--- src/hw/rtl/assert_macros.svh ---
// Assertion macros for the RTL file that checks its own behaviour.
`ifndef ASSERT_MACROS_SVH
`define ASSERT_MACROS_SVH

// The consequent must hold in the same cycle as the antecedent.
`define TDPT_ASSERT_SAME(lbl, clk_s, rst_s, ante, cons) \
    lbl: assert property (@(posedge clk_s) disable iff (!rst_s) (ante) |-> (cons)) \
        else $error("same-cycle check failed");

// The consequent must hold in the cycle after the antecedent.
`define TDPT_ASSERT_NEXT(lbl, clk_s, rst_s, ante, cons) \
    lbl: assert property (@(posedge clk_s) disable iff (!rst_s) (ante) |=> (cons)) \
        else $error("next-cycle check failed");

`endif

--- src/hw/rtl/tdpt_pkg.sv ---
// Package with the shared constants and types of the trial division prime test unit.
`default_nettype none

package tdpt_pkg;

    localparam int DEFAULT_WIDTH = 32;
    localparam int OUT_W         = 31;
    localparam int FIRST_CAND    = 3;
    localparam int FIRST_SQUARE  = 9;
    localparam int CAND_STEP     = 2;
    localparam int SQUARE_BIAS   = 4;

    typedef struct packed {
        logic init;
        logic step;
    } cand_ctrl_t;

endpackage

`default_nettype wire

--- src/hw/rtl/trial_division_prime_test_unit.sv ---
// Top level of the trial division prime test unit: sequencer and result register.
//
//  Channel | Direction | Handshake            | Payload
//  --------+-----------+----------------------+------------------------------
//  in      | into unit | in_valid / in_stall  | number
//  out     | out of it | out_valid / out_stall| is_prime, divisor, quotient
//
// An even number goes from idle straight to the write state, with no division. An odd
// number is tried against odd candidates from 3 until the candidate squared exceeds
// it; each candidate passes through the check state and one bit-serial division.
// Reset is asynchronous and active low; it clears the sequencer and the output beat.
// One number is in work at a time; a new beat is taken while a result still waits.
`default_nettype none

`include "assert_macros.svh"

module trial_division_prime_test_unit #(
    parameter int WIDTH = tdpt_pkg::DEFAULT_WIDTH
) (
    input  wire logic                     clk,
    input  wire logic                     rst_n,
    input  wire logic                     in_valid,
    output logic                          in_stall,
    input  wire logic [WIDTH-1:0]         number,
    output logic                          out_valid,
    input  wire logic                     out_stall,
    output logic                          is_prime,
    output logic [tdpt_pkg::OUT_W-1:0]    divisor,
    output logic [tdpt_pkg::OUT_W-1:0]    quotient
);

    localparam int OW    = tdpt_pkg::OUT_W;
    localparam int CW    = (WIDTH + 1) / 2 + 2;
    localparam int CEXT  = CW > OW ? CW : OW;
    localparam int QEXT  = WIDTH > OW ? WIDTH : OW;

    typedef enum logic [1:0] {
        ST_IDLE,
        ST_CHECK,
        ST_DIVIDE,
        ST_WRITE
    } state_t;

    state_t               state_reg;
    logic [WIDTH-1:0]     held_reg;
    logic                 res_prime_reg;
    logic [OW-1:0]        res_div_reg;
    logic [OW-1:0]        res_quo_reg;
    logic                 out_valid_reg;
    logic                 is_prime_reg;
    logic [OW-1:0]        divisor_reg;
    logic [OW-1:0]        quotient_reg;

    logic                 accept;
    logic                 out_free;
    tdpt_pkg::cand_ctrl_t cand_ctrl;
    logic [CW-1:0]        cand;
    logic                 past_root;
    logic                 div_start;
    logic                 div_done;
    logic [WIDTH-1:0]     div_quo;
    logic [CW-1:0]        div_rem;
    logic [CEXT-1:0]      cand_ext;
    logic [QEXT-1:0]      quo_ext;
    logic [QEXT-1:0]      half_ext;

    assign in_stall  = state_reg != ST_IDLE;
    assign accept    = in_valid && !in_stall;
    assign out_free  = !out_valid_reg || !out_stall;
    assign div_start = (state_reg == ST_CHECK) && !past_root;

    assign cand_ctrl.init = accept && number[0];
    assign cand_ctrl.step = (state_reg == ST_DIVIDE) && div_done && (div_rem != '0);

    assign cand_ext = CEXT'(cand);
    assign quo_ext  = QEXT'(div_quo);
    assign half_ext = QEXT'(number >> 1);

    tdpt_cand #(
        .W(WIDTH)
    ) u_cand (
        .clk       (clk),
        .rst_n     (rst_n),
        .ctrl      (cand_ctrl),
        .number    (held_reg),
        .cand      (cand),
        .past_root (past_root)
    );

    tdpt_divider #(
        .DW(WIDTH),
        .VW(CW)
    ) u_divider (
        .clk        (clk),
        .rst_n      (rst_n),
        .start      (div_start),
        .dividend   (held_reg),
        .divisor_in (cand),
        .done       (div_done),
        .quo        (div_quo),
        .rem        (div_rem)
    );

    always_ff @(posedge clk or negedge rst_n)
    begin
        if (!rst_n)
        begin
            state_reg     <= ST_IDLE;
            held_reg      <= '0;
            res_prime_reg <= 1'b0;
            res_div_reg   <= '0;
            res_quo_reg   <= '0;
            out_valid_reg <= 1'b0;
            is_prime_reg  <= 1'b0;
            divisor_reg   <= '0;
            quotient_reg  <= '0;
        end
        else
        begin
            if (out_valid_reg && !out_stall && state_reg != ST_WRITE)
            begin
                out_valid_reg <= 1'b0;
            end
            case (state_reg)
                ST_IDLE:
                begin
                    if (accept)
                    begin
                        held_reg <= number;
                        if (number[0])
                        begin
                            state_reg <= ST_CHECK;
                        end
                        else
                        begin
                            // Two is the only even prime.
                            if (number == WIDTH'(2))
                            begin
                                res_prime_reg <= 1'b1;
                                res_div_reg   <= '0;
                                res_quo_reg   <= '0;
                            end
                            else
                            begin
                                res_prime_reg <= 1'b0;
                                res_div_reg   <= OW'(2);
                                res_quo_reg   <= half_ext[OW-1:0];
                            end
                            state_reg <= ST_WRITE;
                        end
                    end
                end
                ST_CHECK:
                begin
                    if (past_root)
                    begin
                        res_prime_reg <= 1'b1;
                        res_div_reg   <= '0;
                        res_quo_reg   <= '0;
                        state_reg     <= ST_WRITE;
                    end
                    else
                    begin
                        state_reg <= ST_DIVIDE;
                    end
                end
                ST_DIVIDE:
                begin
                    if (div_done)
                    begin
                        if (div_rem == '0)
                        begin
                            res_prime_reg <= 1'b0;
                            res_div_reg   <= cand_ext[OW-1:0];
                            res_quo_reg   <= quo_ext[OW-1:0];
                            state_reg     <= ST_WRITE;
                        end
                        else
                        begin
                            state_reg <= ST_CHECK;
                        end
                    end
                end
                ST_WRITE:
                begin
                    if (out_free)
                    begin
                        out_valid_reg <= 1'b1;
                        is_prime_reg  <= res_prime_reg;
                        divisor_reg   <= res_div_reg;
                        quotient_reg  <= res_quo_reg;
                        state_reg     <= ST_IDLE;
                    end
                end
                default:
                begin
                    state_reg <= ST_IDLE;
                end
            endcase
        end
    end

    assign out_valid = out_valid_reg;
    assign is_prime  = is_prime_reg;
    assign divisor   = divisor_reg;
    assign quotient  = quotient_reg;

    `TDPT_ASSERT_NEXT(a_accept_leaves_idle, clk, rst_n, accept, state_reg != ST_IDLE)
    `TDPT_ASSERT_SAME(a_done_only_in_divide, clk, rst_n, div_done, state_reg == ST_DIVIDE)
    `TDPT_ASSERT_SAME(a_composite_has_divisor, clk, rst_n, out_valid_reg && !is_prime_reg,
                      divisor_reg != '0)

endmodule

`default_nettype wire

--- src/hw/rtl/tdpt_divider.sv ---
// Bit-serial restoring divider that yields one quotient bit per cycle.
`default_nettype none

module tdpt_divider #(
    parameter int DW = tdpt_pkg::DEFAULT_WIDTH,
    parameter int VW = 18
) (
    input  wire logic          clk,
    input  wire logic          rst_n,
    input  wire logic          start,
    input  wire logic [DW-1:0] dividend,
    input  wire logic [VW-1:0] divisor_in,
    output logic               done,
    output logic [DW-1:0]      quo,
    output logic [VW-1:0]      rem
);

    localparam int CNT_W = $clog2(DW + 1);

    logic [DW-1:0]    quo_reg;
    logic [VW-1:0]    rem_reg;
    logic [CNT_W-1:0] cnt_reg;
    logic             run_reg;
    logic             done_reg;
    logic [VW:0]      shifted;
    logic [VW:0]      diff;
    logic             fits;

    assign shifted = {rem_reg, quo_reg[DW-1]};
    assign diff    = shifted - {1'b0, divisor_in};
    assign fits    = ~diff[VW];

    always_ff @(posedge clk or negedge rst_n)
    begin
        if (!rst_n)
        begin
            quo_reg  <= '0;
            rem_reg  <= '0;
            cnt_reg  <= '0;
            run_reg  <= 1'b0;
            done_reg <= 1'b0;
        end
        else
        begin
            done_reg <= 1'b0;
            if (start)
            begin
                quo_reg <= dividend;
                rem_reg <= '0;
                cnt_reg <= CNT_W'(DW);
                run_reg <= 1'b1;
            end
            else if (run_reg)
            begin
                rem_reg <= fits ? diff[VW-1:0] : shifted[VW-1:0];
                quo_reg <= {quo_reg[DW-2:0], fits};
                cnt_reg <= cnt_reg - CNT_W'(1);
                if (cnt_reg == CNT_W'(1))
                begin
                    run_reg  <= 1'b0;
                    done_reg <= 1'b1;
                end
            end
        end
    end

    assign done = done_reg;
    assign quo  = quo_reg;
    assign rem  = rem_reg;

endmodule

`default_nettype wire

--- src/hw/rtl/tdpt_cand.sv ---
// Odd candidate generator that tracks the square of the candidate incrementally.
`default_nettype none

module tdpt_cand #(
    parameter int W = tdpt_pkg::DEFAULT_WIDTH
) (
    input  wire logic                 clk,
    input  wire logic                 rst_n,
    input  wire tdpt_pkg::cand_ctrl_t ctrl,
    input  wire logic [W-1:0]         number,
    output logic [(W+1)/2+1:0]        cand,
    output logic                      past_root
);

    localparam int CW  = (W + 1) / 2 + 2;
    localparam int SQW = W + 2;

    logic [CW-1:0]  cand_reg;
    logic [SQW-1:0] sq_reg;

    always_ff @(posedge clk or negedge rst_n)
    begin
        if (!rst_n)
        begin
            cand_reg <= '0;
            sq_reg   <= '0;
        end
        else if (ctrl.init)
        begin
            cand_reg <= CW'(tdpt_pkg::FIRST_CAND);
            sq_reg   <= SQW'(tdpt_pkg::FIRST_SQUARE);
        end
        else if (ctrl.step)
        begin
            // (c + 2)^2 = c^2 + 4c + 4
            cand_reg <= cand_reg + CW'(tdpt_pkg::CAND_STEP);
            sq_reg   <= sq_reg + SQW'({cand_reg, 2'b00}) + SQW'(tdpt_pkg::SQUARE_BIAS);
        end
    end

    assign cand      = cand_reg;
    assign past_root = sq_reg > {2'b00, number};

endmodule

`default_nettype wire

--- config.mk ---
export PLATFORM = sky130hd
export DESIGN_NAME = trial_division_prime_test_unit
export DESIGN_NICKNAME = d
export VERILOG_FILES = /design/src/hw/rtl/tdpt_pkg.sv /design/src/hw/rtl/trial_division_prime_test_unit.sv /design/src/hw/rtl/tdpt_divider.sv /design/src/hw/rtl/tdpt_cand.sv
export VERILOG_INCLUDE_DIRS = /design/src /design/src/hw/rtl
export SDC_FILE = /design/constraint.sdc
export NUM_CORES = 1
export LEC_CHECK = 0
export BUFFER_PORTS_ARGS = -buffer_cell sky130_fd_sc_hd__buf_2
export CORE_ASPECT_RATIO = 0.6
export CORE_MARGIN = 2
export CORE_UTILIZATION = 25
export DETAILED_ROUTE_END_ITERATION = 7
export GPL_TIMING_DRIVEN = 1
export SLEW_MARGIN = 0
export SYNTH_ARGS = -nofsm -noshare
export SYNTH_HDL_FRONTEND = slang
export SYNTH_SLANG_ARGS = --single-unit
--- constraint.sdc ---
create_clock -name clk -period 3.4 [get_ports clk]
set_input_delay 0.68 -clock clk [delete_from_list [all_inputs] [get_ports clk]]
set_output_delay 0.68 -clock clk [all_outputs]
set_load 0.02 [all_outputs]
Yosys cells after proc, flatten, opt, wreduce, memory -nomap -nowiden
Index checks and enable logic that the tools add are counted.
{ "totals": {"ff_bits": 271, "in_bits": 36, "output_inout_bits": 65, "word_cells": 105} }
{ "op_classes": {"addsub": 5, "magnitude_cmp": 1, "eq_ne": 12, "n_mux": 47, "bitwise_logic": 1, "reduce_logical": 23} }
{ "ops": {"columns": ["operator", "n"], "rows": [
  ["$mux 31", 10],
  ["$pmux 31 s3", 2],
  ["$mux 18", 5],
  ["$mux 34", 2],
  ["$mux 32", 2],
  ["$add 34x20->34", 1],
  ["$add 34x3->34 const B", 1],
  ["$gt 34x32->1", 1],
  ["$eq 32x2->1 const B", 1],
  ["$sub 19x18->19", 1],
  ["$add 18x2->18 const B", 1],
  ["$logic_not 18->1", 1],
  ["$reduce_bool 18->1", 1],
  ["$mux 1", 16],
  ["$mux 2", 6],
  ["$mux 6", 2],
  ["$ne 2x2->1 const B", 5],
  ["$pmux 2 s4", 1],
  ["$logic_and 1x1->1", 7],
  ["$eq 6x1->1 const B", 1],
  ["$reduce_and 6->1", 1],
  ["$reduce_bool 2->1", 3],
  ["$sub 6x1->6 const B", 1],
  ["$eq 2x2->1 const B", 2],
  ["other kinds (10)", 15]
]} }

Longest topological paths before layout
Gate-level depths: netlist (run 1).
{ "depth": {"depth_word": 6, "mapped_depth": 14, "ltp_nobuf": 14} }

Hierarchy
From an unflattened synthesis (run 1), not the netlist that was laid out.
{ "unflattened": {"hier_cells": 1405, "hier_area_um2": 13925.9} }
{ "by_module_without_submodules": {"columns": ["mod", "instances", "cells_each", "area_each_um2", "seq_area_each_um2"], "rows": [
  ["trial_division_prime_test_unit", 1, 485, 5861.9, 3378.2],
  ["tdpt_cand", 1, 494, 4335.4, 1251.2],
  ["tdpt_divider", 1, 426, 3728.6, 1451.4]
]} }

Worst setup path before layout (run 1)
Ideal clock, no wire load.
{ "synth_timing": {"path_type": "flip-flop to flip-flop", "startpoint": "reg u_cand.cand_reg[1], in the netlist u_cand.cand[1]", "endpoint": "reg u_cand.sq_reg[33]", "setup_ns": 0.078, "t_arrival_ns": 3.077, "required_ns": 3.322, "slack_ns": 0.245, "path_stages_with_launch": 13, "path_buffers": 0, "period_less_slack_ns": 3.155, "cell_sequence": "dfrtp_1 -> ha_1 -> ha_1 -> inv_1 -> fa_1 -> nand2b_1 -> a21oi_1 -> o21ba_2 -> nor2_1 -> o2111ai_1 -> nand2_1 -> or4_1 -> a21oi_1"} }
{ "synth_between": {"elab_chain_cells": 4} }
{ "synth_rtl": {"columns": ["item", "line_no", "text"], "rows": [
  ["start: declaration", "tdpt_cand.sv:18", "logic [CW-1:0] cand_reg;"],
  ["start signal: assignment", "tdpt_cand.sv:30", "cand_reg <= CW'(tdpt_pkg::FIRST_CAND);"],
  ["start signal: assignment", "tdpt_cand.sv:36", "cand_reg <= cand_reg + CW'(tdpt_pkg::CAND_STEP);"],
  ["$add 34x20->34", "tdpt_cand.sv:37", "sq_reg <= sq_reg + SQW'({cand_reg, 2'b00}) + SQW'(tdpt_pkg::SQUARE_BIAS);"],
  ["$add 34x3->34", "tdpt_cand.sv:37", null],
  ["$mux 34", "tdpt_cand.sv:33", "else if (ctrl.step)"],
  ["$mux 34", "tdpt_cand.sv:28", "else if (ctrl.init)"],
  ["end signal: assignment", "tdpt_cand.sv:31", "sq_reg <= SQW'(tdpt_pkg::FIRST_SQUARE);"],
  ["end signal: assignment", "tdpt_cand.sv:37", null],
  ["end: declaration", "tdpt_cand.sv:19", "logic [SQW-1:0] sq_reg;"]
]} }
No other way between the ends. The select of a mux whose other input is x is not followed.
A chain may end at the register's enable or synchronous reset.

Final worst setup path (run 1)
{ "layout_timing": {"startpoint": "reg u_divider.quo_reg[31], in the netlist u_divider.quo[31]", "endpoint": "reg u_divider.rem_reg[7], in the netlist u_divider.rem[7]"} }
{ "layout_between": {"elab_chain_cells": 4} }
{ "layout_rtl": {"columns": ["item", "line_no", "text"], "rows": [
  ["start: declaration", "tdpt_divider.sv:20", "logic [DW-1:0] quo_reg;"],
  ["start signal: assignment", "tdpt_divider.sv:48", "quo_reg <= dividend;"],
  ["start signal: assignment", "tdpt_divider.sv:56", "quo_reg <= {quo_reg[DW-2:0], fits};"],
  ["$sub 19x18->19", "tdpt_divider.sv:30", "assign diff = shifted - {1'b0, divisor_in};"],
  ["$mux 18", "tdpt_divider.sv:55", "rem_reg <= fits ? diff[VW-1:0] : shifted[VW-1:0];"],
  ["$mux 18", "tdpt_divider.sv:53", "else if (run_reg)"],
  ["$mux 18", "tdpt_divider.sv:46", "if (start)"],
  ["end signal: assignment", "tdpt_divider.sv:55", null],
  ["end: declaration", "tdpt_divider.sv:21", "logic [VW-1:0] rem_reg;"]
]} }
No other way between the ends. The select of a mux whose other input is x is not followed.

==> impl_metrics.env, run 1 <==
export IMPL_regArea_um2=6080
export IMPL_cp_arrival_ps=3670
export IMPL_synth_distinct_cells=70
export IMPL_max_cap_violations=0
export IMPL_path_class="reg2reg"
export IMPL_clk_latency_ps=550
export IMPL_grt_use_total_pct=12.1
export IMPL_coreArea_um2=52900
export IMPL_grt_max_degree=72
export IMPL_hp_class="in2async"
export IMPL_hold_violations=0
export IMPL_final_area_um2=15700
export IMPL_grt_pass1_wl_um=54600
export IMPL_antenna_found_initial=1
export IMPL_drive_gt1_share_pct=19.2
export IMPL_drt_iter0_markers=675
export IMPL_nNetsFinal=1542
export IMPL_path_clk_slew_ps=70
export IMPL_slowest_stage="or4_4"
export IMPL_initial_core_util_pct=25.4
export IMPL_numCtsBuffers=26
export IMPL_power_leakage_nw=7.56
export IMPL_final_antenna_net_count=0
export IMPL_synth_seq_cells=243
export IMPL_fillers=5465
export IMPL_post_place_cells=2086
export IMPL_cts_resized_gates=0
export IMPL_crit_required_ps=3810
export IMPL_yosysWarnings=0
export IMPL_setup_viol=0
export IMPL_grt_ovfl_total=0
export IMPL_stdcell_count=2133
export IMPL_synth_cells=1327
export IMPL_gp_congestion=0.900
export IMPL_largest_reg_flops=33
export IMPL_insertedDiodeCount=0
export IMPL_cp_cell_sequence="inv_1 > ha_1 > fa_1 > and2b_1 > o2111ai_2 > a21boi_2 > a211oi_1 > or4_4 > nand3_4 > buf_4 > mux2i_1 > a211oi_2"
export IMPL_cts_max_path_buffers=3
export IMPL_area_growth_pct=16.5
export IMPL_p_per_area_nw_per_um2=979
export IMPL_final_util_pct=29.6
export IMPL_multi_input_area_um2=6790
export IMPL_synth_edf_count=0
export IMPL_fp_dieW_um=303
export IMPL_place_area_um2=14800
export IMPL_grt_pass1_vias=9839
export IMPL_max_stage_delay_ps=590
export IMPL_cts_hold_buf=0
export IMPL_maxSlewHeadroom_pct=51.1
export IMPL_io_buffers=87
export IMPL_syn_area_um2=13400
export IMPL_hpwl_um=25500
export IMPL_fin_crit_sh_pct=95.8
export IMPL_io_pins=101
export IMPL_finClkSkew_ps=17.2
export IMPL_peakVddDrop_uv=519
export IMPL_post_cts_buffers=0
export IMPL_drc=0
export IMPL_die_area_um2=55700
export IMPL_min_period_ps=3260
export IMPL_cp_end_kind="register"
export IMPL_worstMarginPinSlew_ps=726
export IMPL_cts_tree="yes"
export IMPL_async_flop_share_pct=100
export IMPL_cts_max_level=1
export IMPL_dr_pass1_iters=5
export IMPL_cts_root_buf="clkbuf_16"
export IMPL_finalMaxSlewViolations=0
export IMPL_outcome="finished clean"
export IMPL_routedWlPerCell_um=16.0
export IMPL_synth_seq_area_share_pct=45.2
export IMPL_start_kind="register"
export IMPL_rows=65
export IMPL_cts_num_sinks=243
export IMPL_rsz0062_at_grt="yes"
export IMPL_vias=10200
export IMPL_cp_max_fo=8
export IMPL_wirelength_um=34200
export IMPL_ys_flop_type="dfrtp_1"
export IMPL_fmax_mhz=307
export IMPL_avgSynthCellArea_um2=10.1
export IMPL_die_y_um=184
export IMPL_vias_per_cell=4.77
==> stage by stage <==
step | total power [mW] | worst slack (ps) | setup TNS, ps | hold WS [ps]
3_3_place_gp | 12.1 | 219 | 0 | 462
5_1_grt | 16.6 | -22.5 | -35.3 | 96.5
4_1_cts | 15.4 | 89.6 | 0 | 91.0
6_report | 15.3 | 141 | 0 | 78.9
3_5_place_dp | 12.4 | 93.4 | 0 | 464
2_1_floorplan | 10.4 | 245 | 0 | 384
==> cell families after synthesis <==
group | share of synthesized area (%)
adders and majority gates | 8.95
other | 0.0279
and+or+nand+nor | 12.9
muxes | 10.3
AOI/OAI and AO/OA | 14.4
buffers and inverters | 4.88
xor gates and xnor gates | 3.26
DFF | 45.2
==> cell type report <==
type,count,area share [%]
Clock buffer,36,5.04
Clock inverter,11,0.623
Inverter,76,1.82
Multi-Input combinational cell,946,43.4
Sequential cell,243,38.9
Tap cell,703,5.62
Timing Repair Buffer,118,4.65
==> cell usage after synthesis, drive strengths merged (12+ instances only) <==
cell type / number / area share (%)
nand2b: 12 / 0.56
clkbuf: 40 / 1.1
nor4: 13 / 0.60
nand3: 26 / 1.0
xor2: 17 / 1.1
nand4: 15 / 0.70
a21o: 20 / 1.1
o21ai: 93 / 3.5
mux2: 84 / 7.0
a21oi: 55 / 2.0
a22oi: 32 / 1.8
xnor2: 33 / 2.1
mux2i: 44 / 3.3
nor2: 83 / 2.3
a211oi: 25 / 1.8
dfrtp: 243 / 45
buf: 34 / 1.6
ha: 93 / 8.7
nand2: 147 / 4.1
inv: 75 / 2.1
o31ai: 23 / 1.3
==> critical path: cells and delay by family (launching register included) <==
kind                     cells  cell delay (ps)
flip-flops                   1              360
multiplexers                 1              250
buffers and inverters        2              270
adder cells (fa/ha/maj)      2              600
AO/OA/AOI/OAI                4              620
AND/OR/NAND/NOR              3             1000
==> metal layers <==
metal  global-route usage (%)  share of wire (%)  vias to the layer above
met1                     18.4                 50                     5036
li1                         -                  -                     4863
met5                        0                  0                        -
met4                     2.24                1.7                        0
met3                     1.97                5.2                       49
met2                     18.1                 43                      235
==> layout by cell type (no fill, tap or decap), types with 4 or more instances in the layout <==
cell / instances
buf_12: 4
inv_1: 75
or2_2: 4
buf_4: 27
or3_1: 9
ha_1: 93
xnor2_1: 33
conb_1: 13
a211oi_1: 15
clkbuf_16: 27
nor3b_1: 6
nor2_1: 81
a22oi_1: 32
o31ai_1: 22
clkbuf_8: 8
and2_1: 7
a211oi_2: 10
nor2b_1: 5
nor3_1: 10
and4_1: 8
o21a_1: 5
nand4_1: 15
mux2i_1: 44
nor4b_1: 4
nand2_1: 147
a21oi_1: 55
nand2b_1: 12
xor2_1: 17
mux2_2: 83
o21ai_0: 93
buf_2: 86
nand3_1: 25
o211a_1: 4
and3_1: 8
a21o_1: 20
nor4_1: 13
clkinv_2: 6
dfrtp_1: 242
==> path summary, 6_finish.rpt <==
check                             startpoint                 to  slack, ps  cells after the start
max                        u_divider.quo[31]   u_divider.rem[7]        140                     12
min                                    rst_n         divisor[6]         80                      1
min reg2reg                  res_quo_reg[19]    res_quo_reg[19]        470                      2
max in group asynchronous              rst_n  u_divider.quo[17]       2540                      2
min in group clk                  number[10]       held_reg[10]        420                      2
max reg2reg                u_divider.quo[31]   u_divider.rem[7]        140                     12
==> power by group <==
group          leakage, nW  internal (mW)  total (mW)  switching (mW)
Sequential            3.14           3.99        4.92           0.925
Clock                0.448           1.70        2.92            1.21
Combinational         3.97           3.20        7.50            4.30
Power figures use the tool's default switching activity.
==> inputs of run 2 (changes only) <==
--- a/config.mk
+++ b/config.mk
@@ -6,7 +6,8 @@
 export SDC_FILE = /design/constraint.sdc
 export NUM_CORES = 1
 export LEC_CHECK = 0
-export BUFFER_PORTS_ARGS = -buffer_cell sky130_fd_sc_hd__buf_2
+export BUFFER_PORTS_ARGS = -buffer_cell sky130_fd_sc_hd__buf_4
+export CAP_MARGIN = 20
 export CORE_ASPECT_RATIO = 0.6
 export CORE_MARGIN = 2
 export CORE_UTILIZATION = 25
==> run 2 against run 1 <==
Sequential share of layout area fell by 0.61 points; core utilization rose by 0.47 points; hold slack improved by 62 ps; setup slack got worse by 110 ps; die area did not move; sequential power barely moved; global-route usage rose by 0.19 points; sequential cell count did not move; wire length rose by 0.65%; critical path depth fell by 2; via count fell by 0.62%; first-iteration DRC count rose by 17%; critical endpoint is now u_divider.rem[13]; largest cell class unchanged.
==> impl_metrics.env, run 2 (synthesis results as in run 1) <==
export IMPL_max_stage_delay_ps=590
export IMPL_max_cap_violations=0
export IMPL_rsz0062_at_grt="yes"
export IMPL_start_kind="register"
export IMPL_vias=10100
export IMPL_hp_class="in2async"
export IMPL_cts_max_path_buffers=3
export IMPL_die_area_um2=55700
export IMPL_final_cell_mix="dfrtp_1, nand2_1, buf_4"
export IMPL_crit_required_ps=3800
export IMPL_post_place_cells=2088
export IMPL_grt_use_total_pct=12.3
export IMPL_crit_start="held_reg[11]"
export IMPL_stdcell_count=2136
export IMPL_r2r_start="held_reg[11]"
export IMPL_path_class="reg2reg"
export IMPL_nNetsFinal=1544
export IMPL_coreArea_um2=52900
export IMPL_fin_ws_ps=34.6
export IMPL_cts_num_sinks=243
export IMPL_hpwl_um=25800
export IMPL_rows=65
export IMPL_numCtsBuffers=26
export IMPL_drc=0
export IMPL_grt_pass1_wl_um=55400
export IMPL_cp_max_fo=25
export IMPL_peakVddDrop_uv=637
export IMPL_crit_buf_inv=2
export IMPL_fmax_mhz=297
export IMPL_antenna_found_initial=0
export IMPL_final_area_um2=15900
export IMPL_drive_gt1_share_pct=19.2
export IMPL_largest_reg_flops=33
export IMPL_initial_core_util_pct=25.4
export IMPL_cp_cell_sequence="inv_1 > ha_1 > a21o_1 > a221o_1 > a221oi_1 > o22ai_1 > o31ai_4 > buf_4 > nand4b_1 > o311ai_0"
export IMPL_maxSlewHeadroom_pct=32.0
export IMPL_p_per_area_nw_per_um2=982
export IMPL_cts_hold_buf=0
export IMPL_cp_arrival_ps=3760
export IMPL_area_growth_pct=18.3
export IMPL_vias_per_cell=4.74
export IMPL_outcome="finished clean"
export IMPL_dr_pass1_iters=5
export IMPL_path_clk_slew_ps=70
export IMPL_gp_congestion=0.899
export IMPL_cts_tree="yes"
export IMPL_drt_iter0_markers=789
export IMPL_grt_ovfl_total=0
export IMPL_io_pins=101
export IMPL_final_common_cell="dfrtp_1"
export IMPL_cts_root_buf="clkbuf_16"
export IMPL_die_y_um=184
export IMPL_hold_violations=0
export IMPL_grt_max_degree=82
export IMPL_setup_viol=0
export IMPL_dp_slack_ps=136
export IMPL_cts_max_level=1
export IMPL_slowest_stage="a221oi_1"
export IMPL_finClkSkew_ps=16.3
export IMPL_clk_latency_ps=540
export IMPL_cp_end_kind="register"
export IMPL_finalMaxSlewViolations=0
export IMPL_fp_dieW_um=303
export IMPL_grt_pass1_vias=9973
export IMPL_final_antenna_net_count=0
export IMPL_routedWlPerCell_um=16.1
export IMPL_power_leakage_nw=7.60
export IMPL_worstMarginPinSlew_ps=1020
export IMPL_io_buffers=87
export IMPL_min_period_ps=3370
export IMPL_wirelength_um=34400
export IMPL_crit_family="compound AO/OA/AOI/OAI gates"
export IMPL_place_area_um2=15000
export IMPL_fin_crit_sh_pct=99.0
==> run 2: cell types whose count changed in the layout (fill, tap and decap cells not counted), sizes merged <==
cell,change
clkbuf,-3
clkinvlp,+3
buf,+2
bufinv,+2
clkinv,-2
diode,+2
inv,-1
==> run 2: stage by stage <==
| stage | utilization (%) | hold WS (ps) | power [mW] | TNS (ps) |
|---|---|---|---|---|
| final | 30.1 | 140 | 15.6 | 0 |
| after global routing | 30.1 | 175 | 16.9 | -16.1 |
| after CTS | 30.0 | 148 | 15.6 | 0 |
| after detailed placement | 28.4 | 465 | 12.6 | 0 |
| after global placement | 28.4 | 461 | 12.4 | 0 |
| after floorplan | - | 384 | 10.4 | 0 |
==> run 2: metal layers <==
metal / part of all wire, % / track usage [%]
met5: 0 / 0
met1: 51 / 18.5
met2: 43 / 18.5
met3: 4.6 / 2.12
met4: 1.7 / 2.18
==> run 2: power by group <==
group | internal, mW | total [mW] | switching, mW | leakage, nW
Clock | 1.77 | 2.97 | 1.21 | 0.435
Combinational | 3.38 | 7.71 | 4.33 | 4.02
Sequential | 3.99 | 4.93 | 0.940 | 3.14
==> run 2: final timing paths <==
kind,endpoint,cells after the start,slack (ps)
setup / recovery,u_divider.rem[13],10,30
max in group asynchronous,u_cand.sq_reg[17],2,2340
min in group clk,held_reg[10],2,400
setup reg to reg,u_divider.rem[13],10,30
hold reg to reg,res_div_reg[14],2,470
hold / removal,res_div_reg[13],1,140
==> run 2: what timing repair did <==
action,4_1_cts,5_1_grt
setup endpoints to repair,0,12
setup buffers,0,0
resized for setup,0,4
==> run 2: worst reg2reg max path: cells and delay by family (launching register included) <==
family / cells / cell delay, ps
AO/OA/AOI/OAI: 6 / 1840
adder cells (fa/ha/maj): 1 / 310
buffers and inverters: 2 / 500
flip-flops: 1 / 360
AND/OR/NAND/NOR: 1 / 200
==> run 2: area by class of cell <==
cell class              count  area, µm²
multi-input cells         946       6800
well taps                 703        880
clock inverters            13        159
clock buffers              33        738
diodes                      2       5.00
flip-flops and latches    243       6080
fillers                  5410      37000
repair buffers            120        958
inverters                  76        285
